<file path="src/design/assert_macros.svh">
// ----------------------------------------------------------------------------
// assert_macros.svh
// Concurrent assertion shorthands, clocked on clk_i, quiet during reset.
// ----------------------------------------------------------------------------
`ifndef ASSERT_MACROS_SVH
`define ASSERT_MACROS_SVH

// property holds on every clock edge out of reset
`define MEB_ASSERT(lbl, prop, msg) \
  lbl: assert property (@(posedge clk_i) disable iff (!rst_ni) (prop)) else $error(msg);

// consequent holds in the cycle after antecedent
`define MEB_ASSERT_NEXT(lbl, ante, cons, msg) \
  lbl: assert property (@(posedge clk_i) disable iff (!rst_ni) (ante) |=> (cons)) \
    else $error(msg);

`endif

</file>
<file path="src/design/meb_pkg.sv">
`timescale 1ns / 1ps
// ----------------------------------------------------------------------------
// meb_pkg
// Shared types, constants and helpers of the escape-time unit.
// ----------------------------------------------------------------------------
package meb_pkg;

  localparam int FRACTION_BITS = 28;
  localparam int COORD_W       = 32;
  localparam int STEP_W        = 31;
  localparam int PIX_W         = 10;
  localparam int CNT_W         = 16;
  localparam int PROD_W        = 2 * COORD_W;
  localparam int EXT_W         = PROD_W + 1;
  localparam int CFG_IDX_W     = 2;

  localparam bit                CAN_ESCAPE = (2 * FRACTION_BITS + 2) <= 63;
  localparam logic [PROD_W-1:0] THRESHOLD  =
    CAN_ESCAPE ? (PROD_W'(4) << (2 * FRACTION_BITS)) : '0;

  localparam logic signed [COORD_W-1:0] X_MIN_RST    = 32'shE000_0000;
  localparam logic signed [COORD_W-1:0] Y_MIN_RST    = 32'shE800_0000;
  localparam logic        [STEP_W-1:0]  STEP_RST     = 31'h000C_0000;
  localparam logic        [CNT_W-1:0]   MAX_ITER_RST = 16'd256;

  typedef enum logic [CFG_IDX_W-1:0] {
    REG_X_MIN,
    REG_Y_MIN,
    REG_PIXEL_STEP,
    REG_MAX_ITER
  } cfg_reg_e;

  typedef enum logic [2:0] {
    MUL_COL_STEP,
    MUL_ROW_STEP,
    MUL_ZR_ZR,
    MUL_ZI_ZI,
    MUL_ZR_ZI
  } mul_sel_e;

  typedef enum logic [3:0] {
    ST_IDLE,
    ST_MUL_COL,
    ST_MUL_ROW,
    ST_LOAD_CI,
    ST_MUL_RR,
    ST_MUL_II,
    ST_MUL_RI,
    ST_UPDATE,
    ST_DONE
  } state_e;

  typedef struct packed {
    logic     start;
    mul_sel_e mul_sel;
    logic     load_cr;
    logic     load_ci;
    logic     save_rr;
    logic     save_diff;
    logic     update;
    logic     load_result;
  } ctrl_t;

  typedef struct packed {
    logic escape;
    logic at_limit;
    logic at_limit_next;
    logic out_free;
  } status_t;

  // clamp a wide signed value to the signed coordinate range
  function automatic logic signed [COORD_W-1:0] sat_coord(input logic signed [EXT_W-1:0] v);
    logic signed [COORD_W-1:0] r;
    if (v[EXT_W-1:COORD_W-1] == {(EXT_W-COORD_W+1){v[EXT_W-1]}}) begin
      r = v[COORD_W-1:0];
    end else if (v[EXT_W-1]) begin
      r = {1'b1, {(COORD_W-1){1'b0}}};
    end else begin
      r = {1'b0, {(COORD_W-1){1'b1}}};
    end
    return r;
  endfunction

endpackage

</file>
<file path="src/design/meb_datapath.sv">
`timescale 1ns / 1ps
// ----------------------------------------------------------------------------
// meb_datapath
// Config registers, shared 32x32 multiplier, z/c registers and result item.
// ----------------------------------------------------------------------------
module meb_datapath (
  input  logic                                 clk_i,
  input  logic                                 rst_ni,
  input  logic                                 cfg_valid_i,
  input  logic [meb_pkg::CFG_IDX_W-1:0]        cfg_index_i,
  input  logic [meb_pkg::COORD_W-1:0]          cfg_data_i,
  input  logic [meb_pkg::PIX_W-1:0]            pixel_row_i,
  input  logic [meb_pkg::PIX_W-1:0]            pixel_col_i,
  input  meb_pkg::ctrl_t                       ctrl_i,
  output meb_pkg::status_t                     status_o,
  input  logic                                 out_ready_i,
  output logic                                 out_valid_o,
  output logic [meb_pkg::CNT_W-1:0]            escape_count_o
);

  logic signed [meb_pkg::COORD_W-1:0] x_min_q, y_min_q;
  logic        [meb_pkg::STEP_W-1:0]  step_q;
  logic        [meb_pkg::CNT_W-1:0]   max_iter_q;

  logic [meb_pkg::PIX_W-1:0] row_q, col_q;
  logic signed [meb_pkg::COORD_W-1:0] cr_q, ci_q, zr_q, zi_q;
  logic signed [meb_pkg::PROD_W-1:0]  prod_q, rr_q, diff_q;
  logic [meb_pkg::CNT_W-1:0] count_q;
  logic [meb_pkg::CNT_W-1:0] result_q;
  logic                      out_valid_q;

  logic signed [meb_pkg::COORD_W-1:0] mul_a, mul_b;
  logic signed [meb_pkg::EXT_W-1:0]   pt_r, pt_i, re_sh, im_sh, nr, ni;
  logic        [meb_pkg::PROD_W-1:0]  mag2;
  logic        [meb_pkg::CNT_W:0]     count_inc;

  // configuration
  always_ff @(posedge clk_i or negedge rst_ni) begin
    if (!rst_ni) begin
      x_min_q    <= meb_pkg::X_MIN_RST;
      y_min_q    <= meb_pkg::Y_MIN_RST;
      step_q     <= meb_pkg::STEP_RST;
      max_iter_q <= meb_pkg::MAX_ITER_RST;
    end else if (cfg_valid_i) begin
      unique case (meb_pkg::cfg_reg_e'(cfg_index_i))
        meb_pkg::REG_X_MIN:      x_min_q    <= cfg_data_i;
        meb_pkg::REG_Y_MIN:      y_min_q    <= cfg_data_i;
        meb_pkg::REG_PIXEL_STEP: step_q     <= cfg_data_i[meb_pkg::STEP_W-1:0];
        meb_pkg::REG_MAX_ITER:   max_iter_q <= cfg_data_i[meb_pkg::CNT_W-1:0];
        default: ;
      endcase
    end
  end

  // operand select for the shared multiplier
  always_comb begin
    mul_a = zr_q;
    mul_b = zr_q;
    unique case (ctrl_i.mul_sel)
      meb_pkg::MUL_COL_STEP: begin
        mul_a = {{(meb_pkg::COORD_W-meb_pkg::PIX_W){1'b0}}, col_q};
        mul_b = {1'b0, step_q};
      end
      meb_pkg::MUL_ROW_STEP: begin
        mul_a = {{(meb_pkg::COORD_W-meb_pkg::PIX_W){1'b0}}, row_q};
        mul_b = {1'b0, step_q};
      end
      meb_pkg::MUL_ZR_ZR: begin
        mul_a = zr_q;
        mul_b = zr_q;
      end
      meb_pkg::MUL_ZI_ZI: begin
        mul_a = zi_q;
        mul_b = zi_q;
      end
      meb_pkg::MUL_ZR_ZI: begin
        mul_a = zr_q;
        mul_b = zi_q;
      end
      default: ;
    endcase
  end

  always_comb begin
    pt_r  = $signed({prod_q[meb_pkg::PROD_W-1], prod_q})
          + $signed({{(meb_pkg::EXT_W-meb_pkg::COORD_W){x_min_q[meb_pkg::COORD_W-1]}}, x_min_q});
    pt_i  = $signed({prod_q[meb_pkg::PROD_W-1], prod_q})
          + $signed({{(meb_pkg::EXT_W-meb_pkg::COORD_W){y_min_q[meb_pkg::COORD_W-1]}}, y_min_q});
    re_sh = $signed({diff_q[meb_pkg::PROD_W-1], diff_q}) >>> meb_pkg::FRACTION_BITS;
    im_sh = $signed({prod_q[meb_pkg::PROD_W-1], prod_q}) >>> (meb_pkg::FRACTION_BITS - 1);
    nr    = re_sh
          + $signed({{(meb_pkg::EXT_W-meb_pkg::COORD_W){cr_q[meb_pkg::COORD_W-1]}}, cr_q});
    ni    = im_sh
          + $signed({{(meb_pkg::EXT_W-meb_pkg::COORD_W){ci_q[meb_pkg::COORD_W-1]}}, ci_q});
    mag2  = $unsigned(rr_q) + $unsigned(prod_q);
    count_inc = {1'b0, count_q} + (meb_pkg::CNT_W+1)'(1);
  end

  always_comb begin
    status_o.escape        = meb_pkg::CAN_ESCAPE && (mag2 >= meb_pkg::THRESHOLD);
    status_o.at_limit      = count_q >= max_iter_q;
    status_o.at_limit_next = count_inc >= {1'b0, max_iter_q};
    status_o.out_free      = !out_valid_q || out_ready_i;
  end

  // payload registers
  always_ff @(posedge clk_i) begin
    prod_q <= mul_a * mul_b;
    if (ctrl_i.start) begin
      row_q   <= pixel_row_i;
      col_q   <= pixel_col_i;
      count_q <= meb_pkg::CNT_W'(1);
    end
    if (ctrl_i.load_cr) begin
      cr_q <= meb_pkg::sat_coord(pt_r);
      zr_q <= meb_pkg::sat_coord(pt_r);
    end
    if (ctrl_i.load_ci) begin
      ci_q <= meb_pkg::sat_coord(pt_i);
      zi_q <= meb_pkg::sat_coord(pt_i);
    end
    if (ctrl_i.save_rr) begin
      rr_q <= prod_q;
    end
    if (ctrl_i.save_diff) begin
      diff_q <= rr_q - prod_q;
    end
    if (ctrl_i.update) begin
      zr_q    <= meb_pkg::sat_coord(nr);
      zi_q    <= meb_pkg::sat_coord(ni);
      count_q <= count_inc[meb_pkg::CNT_W-1:0];
    end
    if (ctrl_i.load_result) begin
      result_q <= count_q;
    end
  end

  always_ff @(posedge clk_i or negedge rst_ni) begin
    if (!rst_ni) begin
      out_valid_q <= 1'b0;
    end else if (ctrl_i.load_result) begin
      out_valid_q <= 1'b1;
    end else if (out_ready_i) begin
      out_valid_q <= 1'b0;
    end
  end

  assign out_valid_o    = out_valid_q;
  assign escape_count_o = result_q;

endmodule

</file>
<file path="src/design/meb_seq.sv">
`timescale 1ns / 1ps
// ----------------------------------------------------------------------------
// meb_seq
// Sequencer: pixel point set-up, then four steps per iteration.
// ----------------------------------------------------------------------------
module meb_seq (
  input  logic             clk_i,
  input  logic             rst_ni,
  input  logic             in_valid_i,
  output logic             in_ready_o,
  input  meb_pkg::status_t status_i,
  output meb_pkg::ctrl_t   ctrl_o
);

  meb_pkg::state_e state_q, state_d;

  always_ff @(posedge clk_i or negedge rst_ni) begin
    if (!rst_ni) begin
      state_q <= meb_pkg::ST_IDLE;
    end else begin
      state_q <= state_d;
    end
  end

  always_comb begin
    state_d = state_q;
    unique case (state_q)
      meb_pkg::ST_IDLE:    if (in_valid_i) state_d = meb_pkg::ST_MUL_COL;
      meb_pkg::ST_MUL_COL: state_d = meb_pkg::ST_MUL_ROW;
      meb_pkg::ST_MUL_ROW: state_d = meb_pkg::ST_LOAD_CI;
      meb_pkg::ST_LOAD_CI: begin
        state_d = status_i.at_limit ? meb_pkg::ST_DONE : meb_pkg::ST_MUL_RR;
      end
      meb_pkg::ST_MUL_RR:  state_d = meb_pkg::ST_MUL_II;
      meb_pkg::ST_MUL_II:  state_d = meb_pkg::ST_MUL_RI;
      meb_pkg::ST_MUL_RI: begin
        state_d = status_i.escape ? meb_pkg::ST_DONE : meb_pkg::ST_UPDATE;
      end
      meb_pkg::ST_UPDATE: begin
        state_d = status_i.at_limit_next ? meb_pkg::ST_DONE : meb_pkg::ST_MUL_RR;
      end
      meb_pkg::ST_DONE:    if (status_i.out_free) state_d = meb_pkg::ST_IDLE;
      default:             state_d = meb_pkg::ST_IDLE;
    endcase
  end

  always_comb begin
    ctrl_o     = '0;
    in_ready_o = 1'b0;
    ctrl_o.mul_sel = meb_pkg::MUL_ZR_ZR;
    unique case (state_q)
      meb_pkg::ST_IDLE: begin
        in_ready_o   = 1'b1;
        ctrl_o.start = in_valid_i;
      end
      meb_pkg::ST_MUL_COL: ctrl_o.mul_sel = meb_pkg::MUL_COL_STEP;
      meb_pkg::ST_MUL_ROW: begin
        ctrl_o.mul_sel = meb_pkg::MUL_ROW_STEP;
        ctrl_o.load_cr = 1'b1;
      end
      meb_pkg::ST_LOAD_CI: ctrl_o.load_ci = 1'b1;
      meb_pkg::ST_MUL_RR:  ctrl_o.mul_sel = meb_pkg::MUL_ZR_ZR;
      meb_pkg::ST_MUL_II: begin
        ctrl_o.mul_sel = meb_pkg::MUL_ZI_ZI;
        ctrl_o.save_rr = 1'b1;
      end
      meb_pkg::ST_MUL_RI: begin
        ctrl_o.mul_sel   = meb_pkg::MUL_ZR_ZI;
        ctrl_o.save_diff = 1'b1;
      end
      meb_pkg::ST_UPDATE:  ctrl_o.update = 1'b1;
      meb_pkg::ST_DONE:    ctrl_o.load_result = status_i.out_free;
      default: ;
    endcase
  end

endmodule

</file>
<file path="src/design/mandelbrot_escape_time.sv">
`timescale 1ns / 1ps
// ----------------------------------------------------------------------------
// mandelbrot_escape_time
// Escape-time count of one pixel, Q4.28 fixed point, one shared multiplier.
// ----------------------------------------------------------------------------
// Usage:
//   in channel  : pixel_row_i / pixel_col_i, taken on in_valid_i & in_ready_o.
//   out channel : escape_count_o, given on out_valid_o & out_ready_i.
//   cfg channel : cfg_index_i selects x_min, y_min, pixel_step, max_iterations;
//                 cfg_ready_o is always high. Write only while idle.
// Timing: one item at a time. After an item is taken, the col*step and row*step
//   products form c; each iteration then takes zr*zr, zi*zi and zr*zi in turn
//   from the single 32x32 multiplier and updates z, an escaping test ending
//   after the zr*zi step, and a last step loads the result register.
//   in_ready_o is high again the cycle after the result is loaded.
// Stall: a waiting result sits in the output register while the next item
//   is taken; a finished item holds in its last step until that register
//   frees up.
// Reset: registers return to their default view (x_min -2.0, y_min -1.5,
//   step 3/1024, 256 iterations), no item in flight, no result valid.
// ----------------------------------------------------------------------------
`include "assert_macros.svh"

module mandelbrot_escape_time (
  input  logic                          clk_i,
  input  logic                          rst_ni,
  input  logic                          in_valid_i,
  output logic                          in_ready_o,
  input  logic [meb_pkg::PIX_W-1:0]     pixel_row_i,
  input  logic [meb_pkg::PIX_W-1:0]     pixel_col_i,
  output logic                          out_valid_o,
  input  logic                          out_ready_i,
  output logic [meb_pkg::CNT_W-1:0]     escape_count_o,
  input  logic                          cfg_valid_i,
  output logic                          cfg_ready_o,
  input  logic [meb_pkg::CFG_IDX_W-1:0] cfg_index_i,
  input  logic [meb_pkg::COORD_W-1:0]   cfg_data_i
);

  meb_pkg::ctrl_t   ctrl;
  meb_pkg::status_t status;

  assign cfg_ready_o = 1'b1;

  meb_seq u_seq (
    .clk_i      (clk_i),
    .rst_ni     (rst_ni),
    .in_valid_i (in_valid_i),
    .in_ready_o (in_ready_o),
    .status_i   (status),
    .ctrl_o     (ctrl)
  );

  meb_datapath u_datapath (
    .clk_i          (clk_i),
    .rst_ni         (rst_ni),
    .cfg_valid_i    (cfg_valid_i),
    .cfg_index_i    (cfg_index_i),
    .cfg_data_i     (cfg_data_i),
    .pixel_row_i    (pixel_row_i),
    .pixel_col_i    (pixel_col_i),
    .ctrl_i         (ctrl),
    .status_o       (status),
    .out_ready_i    (out_ready_i),
    .out_valid_o    (out_valid_o),
    .escape_count_o (escape_count_o)
  );

  `MEB_ASSERT_NEXT(a_busy_after_accept, in_valid_i && in_ready_o, !in_ready_o, "ready after accept")
  `MEB_ASSERT(a_count_nonzero, out_valid_o |-> (escape_count_o != '0), "zero escape count")
  `MEB_ASSERT(a_result_from_seq, $rose(out_valid_o) |-> $past(ctrl.load_result), "stray result")

endmodule

</file>
<file path="config.mk">
export PLATFORM = sky130hd
export DESIGN_NAME = mandelbrot_escape_time
export DESIGN_NICKNAME = d
export VERILOG_FILES = /design/src/design/meb_pkg.sv /design/src/design/meb_datapath.sv /design/src/design/meb_seq.sv /design/src/design/mandelbrot_escape_time.sv
export VERILOG_INCLUDE_DIRS = /design/src /design/src/design
export SDC_FILE = /design/constraint.sdc
export NUM_CORES = 2
export LEC_CHECK = 0
export ABC_AREA = 1
export BUFFER_PORTS_ARGS = -buffer_cell sky130_fd_sc_hd__buf_2
export CORE_AREA = 3 3 504 456
export CTS_BUF_LIST = sky130_fd_sc_hd__clkbuf_4 sky130_fd_sc_hd__clkbuf_8 sky130_fd_sc_hd__clkbuf_16
export CTS_CLUSTER_SIZE = 40
export DETAILED_ROUTE_END_ITERATION = 12
export DIE_AREA = 0 0 507 459
export GPL_TIMING_DRIVEN = 0
export PLACE_DENSITY = 0.57
export SYNTH_ARGS = -nofsm -noshare
export SYNTH_HDL_FRONTEND = slang
export SYNTH_HIERARCHICAL = 1
export SYNTH_SLANG_ARGS = --single-unit
</file>
<file path="constraint.sdc">
create_clock -name clk_i -period 25.2 [get_ports clk_i]
set_input_delay 3.78 -clock clk_i [delete_from_list [all_inputs] [get_ports clk_i]]
set_output_delay 3.78 -clock clk_i [all_outputs]
set_load 0.01 [all_outputs]
</file>
# Word level (Yosys, flattened, before mapping)

Index checks and enable logic that the tools add are counted.

Divide/modulo/power cells: 0
Eq/ne operators: 20
Magnitude comparators: 3
Reductions and logical operators: 16
Shift-type cells: 0
Bitwise logic cells: 0
Mux-type cells: 33
$add $sub $neg: 7
Multipliers: 1

Operators by type and width:

| cell                                                                     | number |
|---|---|
| 32-bit 2-to-1 mux                                                        | 12 |
| 33-bit equality test                                                     | 4 |
| 64-bit by 32-bit adder with 65-bit output                                | 2 |
| 32-bit case mux with 3 select lines                                      | 1 |
| 64-bit adder                                                             | 1 |
| 64-bit by 59-bit >= comparator with 1-bit output (second input constant) | 1 |
| 32-bit by 32-bit multiplier with 64-bit output                           | 1 |
| 32-bit case mux with 2 select lines                                      | 1 |
| 64-bit subtractor                                                        | 1 |
| 37-bit by 32-bit adder with 38-bit output                                | 1 |
| 36-bit by 32-bit adder with 37-bit output                                | 1 |
| 4-bit case mux with 9 select lines                                       | 1 |
| 16-bit 2-to-1 mux                                                        | 2 |
| 4-bit 2-to-1 mux                                                         | 5 |
| 16-bit by 1-bit adder with 17-bit output (second input constant)         | 1 |
| 17-bit by 16-bit >= comparator with 1-bit output                         | 1 |
| 4-bit by 3-bit equality test with 1-bit output (second input constant)   | 4 |
| 16-bit >= comparator                                                     | 1 |
| 3-bit case mux with 4 select lines                                       | 1 |
| 1-bit 2-to-1 mux                                                         | 10 |
| 2-bit AND reduction                                                      | 5 |
| 4-bit by 2-bit equality test with 1-bit output (second input constant)   | 2 |
| 2-bit nonzero test                                                       | 4 |
| 2-bit equality test (second input constant)                              | 2 |
| other kinds (14)                                                         | 15 |

Input port bits: 59
Output and inout port bits: 19
Word-level logic and storage cells: 97
Register bits: 488
Memory bits (writable): 0
Bits in latches: 0
Memories: 0
Memory bits (read-only): 0

# Depth between registers and ports, before layout

Word-level depth: 6
Mapped depth: 47
Gate-level depth less buffers: 45

# By module

Netlist, hierarchy kept.

By module, submodules not included:

| module                 | cells an instance | seq. area each (um^2) | area each (um^2) | instances |
|---|---|---|---|---|
| meb_datapath           | 10630             | 12504.5               | 78083.6          | 1 |
| meb_seq                | 59                | 100.1                 | 364.1            | 1 |
| mandelbrot_escape_time | 2                 | 0.0                   | 11.3             | 1 |

# Worst setup path before layout

Ideal clock, no wire load.

Kind: reg2reg
Start: reg u_seq.state_q[3]
End: reg u_datapath/prod_q[62] in the netlist's numbering
Buffers on the path: 3
Cell stages (with the launch flop): 37
Clock period less this slack: 10.801 ns
Setup slack: 14.399 ns
Setup time: 0.127 ns
Arrival: 10.675 ns
Required time: 25.073 ns
Path through: dfrtp_1 -> inv_2 -> nand2_1 -> nor2_1 -> buf_4 -> nor2_1 -> nor2_1 -> inv_1 -> buf_2 -> o22ai_1 -> inv_1 -> clkbuf_1 -> nor2_1 -> fa_1 -> inv_1 -> fa_1 -> inv_1 -> fa_1 -> fa_1 -> inv_1 -> fa_1 -> inv_1 -> fa_1 -> inv_1 -> fa_1 -> fa_1 -> inv_1 -> ha_1 -> a21oi_1 -> inv_1 -> a21oi_1 -> inv_1 -> nor2_1 -> nor2_1 -> a2111oi_0 -> o21ai_0 -> xor2_1

RTL lines:

| what                   | line                | RTL |
|---|---|---|
| from (decl)            | meb_seq.sv:15       | `meb_pkg::state_e state_q, state_d;` |
| from (signal assigned) | meb_seq.sv:19       | `state_q <= meb_pkg::ST_IDLE;` |
| from (signal assigned) | meb_seq.sv:21       | `state_q <= state_d;` |
| to (signal assigned)   | meb_datapath.sv:108 | `prod_q <= mul_a * mul_b;` |
| to (decl)              | meb_datapath.sv:27  | `logic signed [meb_pkg::PROD_W-1:0] prod_q, rr_q, diff_q;` |

==> results.ini <==
[cts]
cts_setup_buffers=0
numCtsBuffers=60
root_buffer=clkbuf_16
cts_max_path_buffers=3
h-tree-depth=2
insertion_delay_ns=0.75
cts_tree=done
clk_pin_slew_ns=0.06
clock-sinks=460
hold_buffers=0
cts_resized=0

[synth]
synth.most_common_cell=nand2_1
ys_ff_latch=460
avgSynthCellArea_sq_um=7.34
synth.mux.area_fraction_pct=0
synth_fp_nets=12381
synth_top_area_cell=fa_1
async_flop_share_pct=25.2
synth_cell_type_count=63
synth_xor_area_share_pct=2.83
syn_inst=10691
synthesis.area_sq_um=78500
ys.flop_type=edfxtp_1
synth.area.top_cells=fa_1, nand2_1, inv_1
synth_top_area_share_pct=27.7
synthAdderAreaFrac_pct=36.4
ys_seq_area_share_pct=16.1
synth-compound-area-share_pct=8.07
yosys-top-cells-count=nand2_1, inv_1, nor2_1, fa_1, ha_1
synth_edf_count=280
synth_top_family_by_area=adder cells
synth_warnings=6
synth-simple-area-share_pct=23.8

[grt]
grtUsageTotal_pct=30.4
grt_max_degree=83
grt_pass1_vias=71165
grt_overflow_total=0
grt_first_pass_wirelength_um=509000
antenna_found_initial=41

[sta]
period_share_pct=55.3
setup_viol=0
rsz0062_at_grt=false
whs_ns=0.485
fin_tns_setup_ns=0
slew_headroom_pct=-5.91
skew_ns=0.0897
final-hold-violation-count=0
min_period_ns=13.94
worst_slew_pin_slew_ns=1.57
slew_violations=45
fmax_mhz=71.7

[worst_hold_path]
hold_depth=2
hold_class=flip-flop to flip-flop

[die]
fp.dieArea_sq_um=233000
die_width_um=507
start_util_pct=34.9
coreArea_sq_um=225000
io_pins=78
die_h_um=459
rows=165

[run]
maxCapViolations=6

[routing]
detail-route-antenna-nets=0
drc=0
vias=72929
viasPerCell=5.23
totalWireLength_um=359000
wl_per_cell_um=25.8
first_pass_iters=6
drt_iter0_markers=8587

[worst_setup_path]
worst_path_most_repeated_cell=fa_1
critPathMaxStageDelay_ns=1.15
r2r_cells=35
cp-start-kind=flip-flop
critPathSlowestCell=o22ai_1
crit_type=flip-flop to flip-flop
cp-end-kind=flip-flop
regToRegSetupSlack_ns=11.26
crit_fanout=10
crit_arrival_ns=14.53
cp.required_ns=25.79

[status]
status=complete, but fails checks
failed_checks=capacitance limit, slew limit

[placement]
port_buffers=76
hpwlAfterDp_um=303000
gp_congestion=1.06

[layout]
final_util_pct=38.0
area_growth_syn_to_layout_pct=8.79
drive_gt1_share_pct=4.19
nets=12548

[flip-flops by register name, summed over array words and instances (netlist names), 31 cells and up]
register,cells
u_datapath/diff_q,36
u_datapath/step_q,31
u_datapath/prod_q,64
u_datapath/x_min_q,32
u_datapath/y_min_q,32
u_datapath/cr_q,32
u_datapath/zr_q,32
u_datapath/zi_q,32
u_datapath/rr_q,64
u_datapath/ci_q,32
[critical path, delay by kind of cell (launching register included)]
| kind | cells | cell delay (ns) |
|---|---|---|
| adder cells (fa/ha/maj) | 9 | 4.59 |
| AO/OA/AOI/OAI | 5 | 3.37 |
| buffers and inverters | 9 | 2.89 |
| AND/OR/NAND/NOR | 11 | 2.41 |
| flip-flops | 1 | 0.43 |
| XOR/XNOR | 1 | 0.13 |
[cell families after synthesis]
family,after synthesis
other,1
XOR/XNOR,253
AND/OR/NAND/NOR,4579
flip-flops,460
buffers and inverters,2637
AO/OA/AOI/OAI,1130
adder cells (fa/ha/maj),1631
[area by class of cell]
class | instances | area [sq um]
diodes | 20 | 50.0
inverters | 2343 | 8800
clock inverters | 44 | 454
well taps | 3006 | 3760
multi-input cells | 7594 | 55900
clock buffers | 70 | 1600
fillers | 23926 | 139000
plain buffers | 294 | 1290
repair buffers | 105 | 878
flip-flops and latches | 460 | 12600
[per-layer routing]
| metal | part of all wire (%) | up-vias | track usage, % |
|---|---|---|---|
| li1 | - | 32980 | - |
| met1 | 42 | 35680 | 41.2 |
| met2 | 41 | 3669 | 44.7 |
| met3 | 11 | 598 | 9.32 |
| met4 | 5.3 | 2 | 13.2 |
| met5 | 0.0036 | - | 0 |
[metrics by stage]
| step | setup slack [ns] | std cells | area, sq um |
|---|---|---|---|
| after floorplan | 14.40 | 10691 | 78500 |
| after global placement | 9.40 | 13773 | 82600 |
| after detailed placement | 11.72 | 13802 | 83200 |
| after CTS | 11.69 | 13916 | 85300 |
| after global routing | 10.80 | 13922 | 85300 |
| final | 11.26 | 13936 | 85400 |
[cells in the final DEF (no fill, tap or decap), types with 123 or more instances in the layout]
cell type,netlist,routed
inv_1,2300,2299
nand4_1,123,123
fa_1,1087,1087
nor2_1,1160,1156
clkbuf_1,235,234
a21oi_1,452,452
nand3_1,353,353
nand2_1,2669,2669
o21ai_0,358,353
edfxtp_1,280,280
xor2_1,188,188
ha_1,544,544
[worst paths after layout]
path	startpoint	endpoint
min	u_datapath/max_iter_q[7]	u_datapath/max_iter_q[7]
min reg2reg	u_datapath/max_iter_q[7]	u_datapath/max_iter_q[7]
max in group asynchronous	rst_ni	u_datapath/max_iter_q[8]
max reg2reg	u_seq/state_q[3]	u_datapath/prod_q[51]
min in group asynchronous	rst_ni	u_datapath/y_min_q[17]
max	u_seq/state_q[3]	u_datapath/prod_q[51]
Power is left out: the tool's default activity adds up to more than one toggle a clock period on the data nets, which glitch-free logic cannot reach.
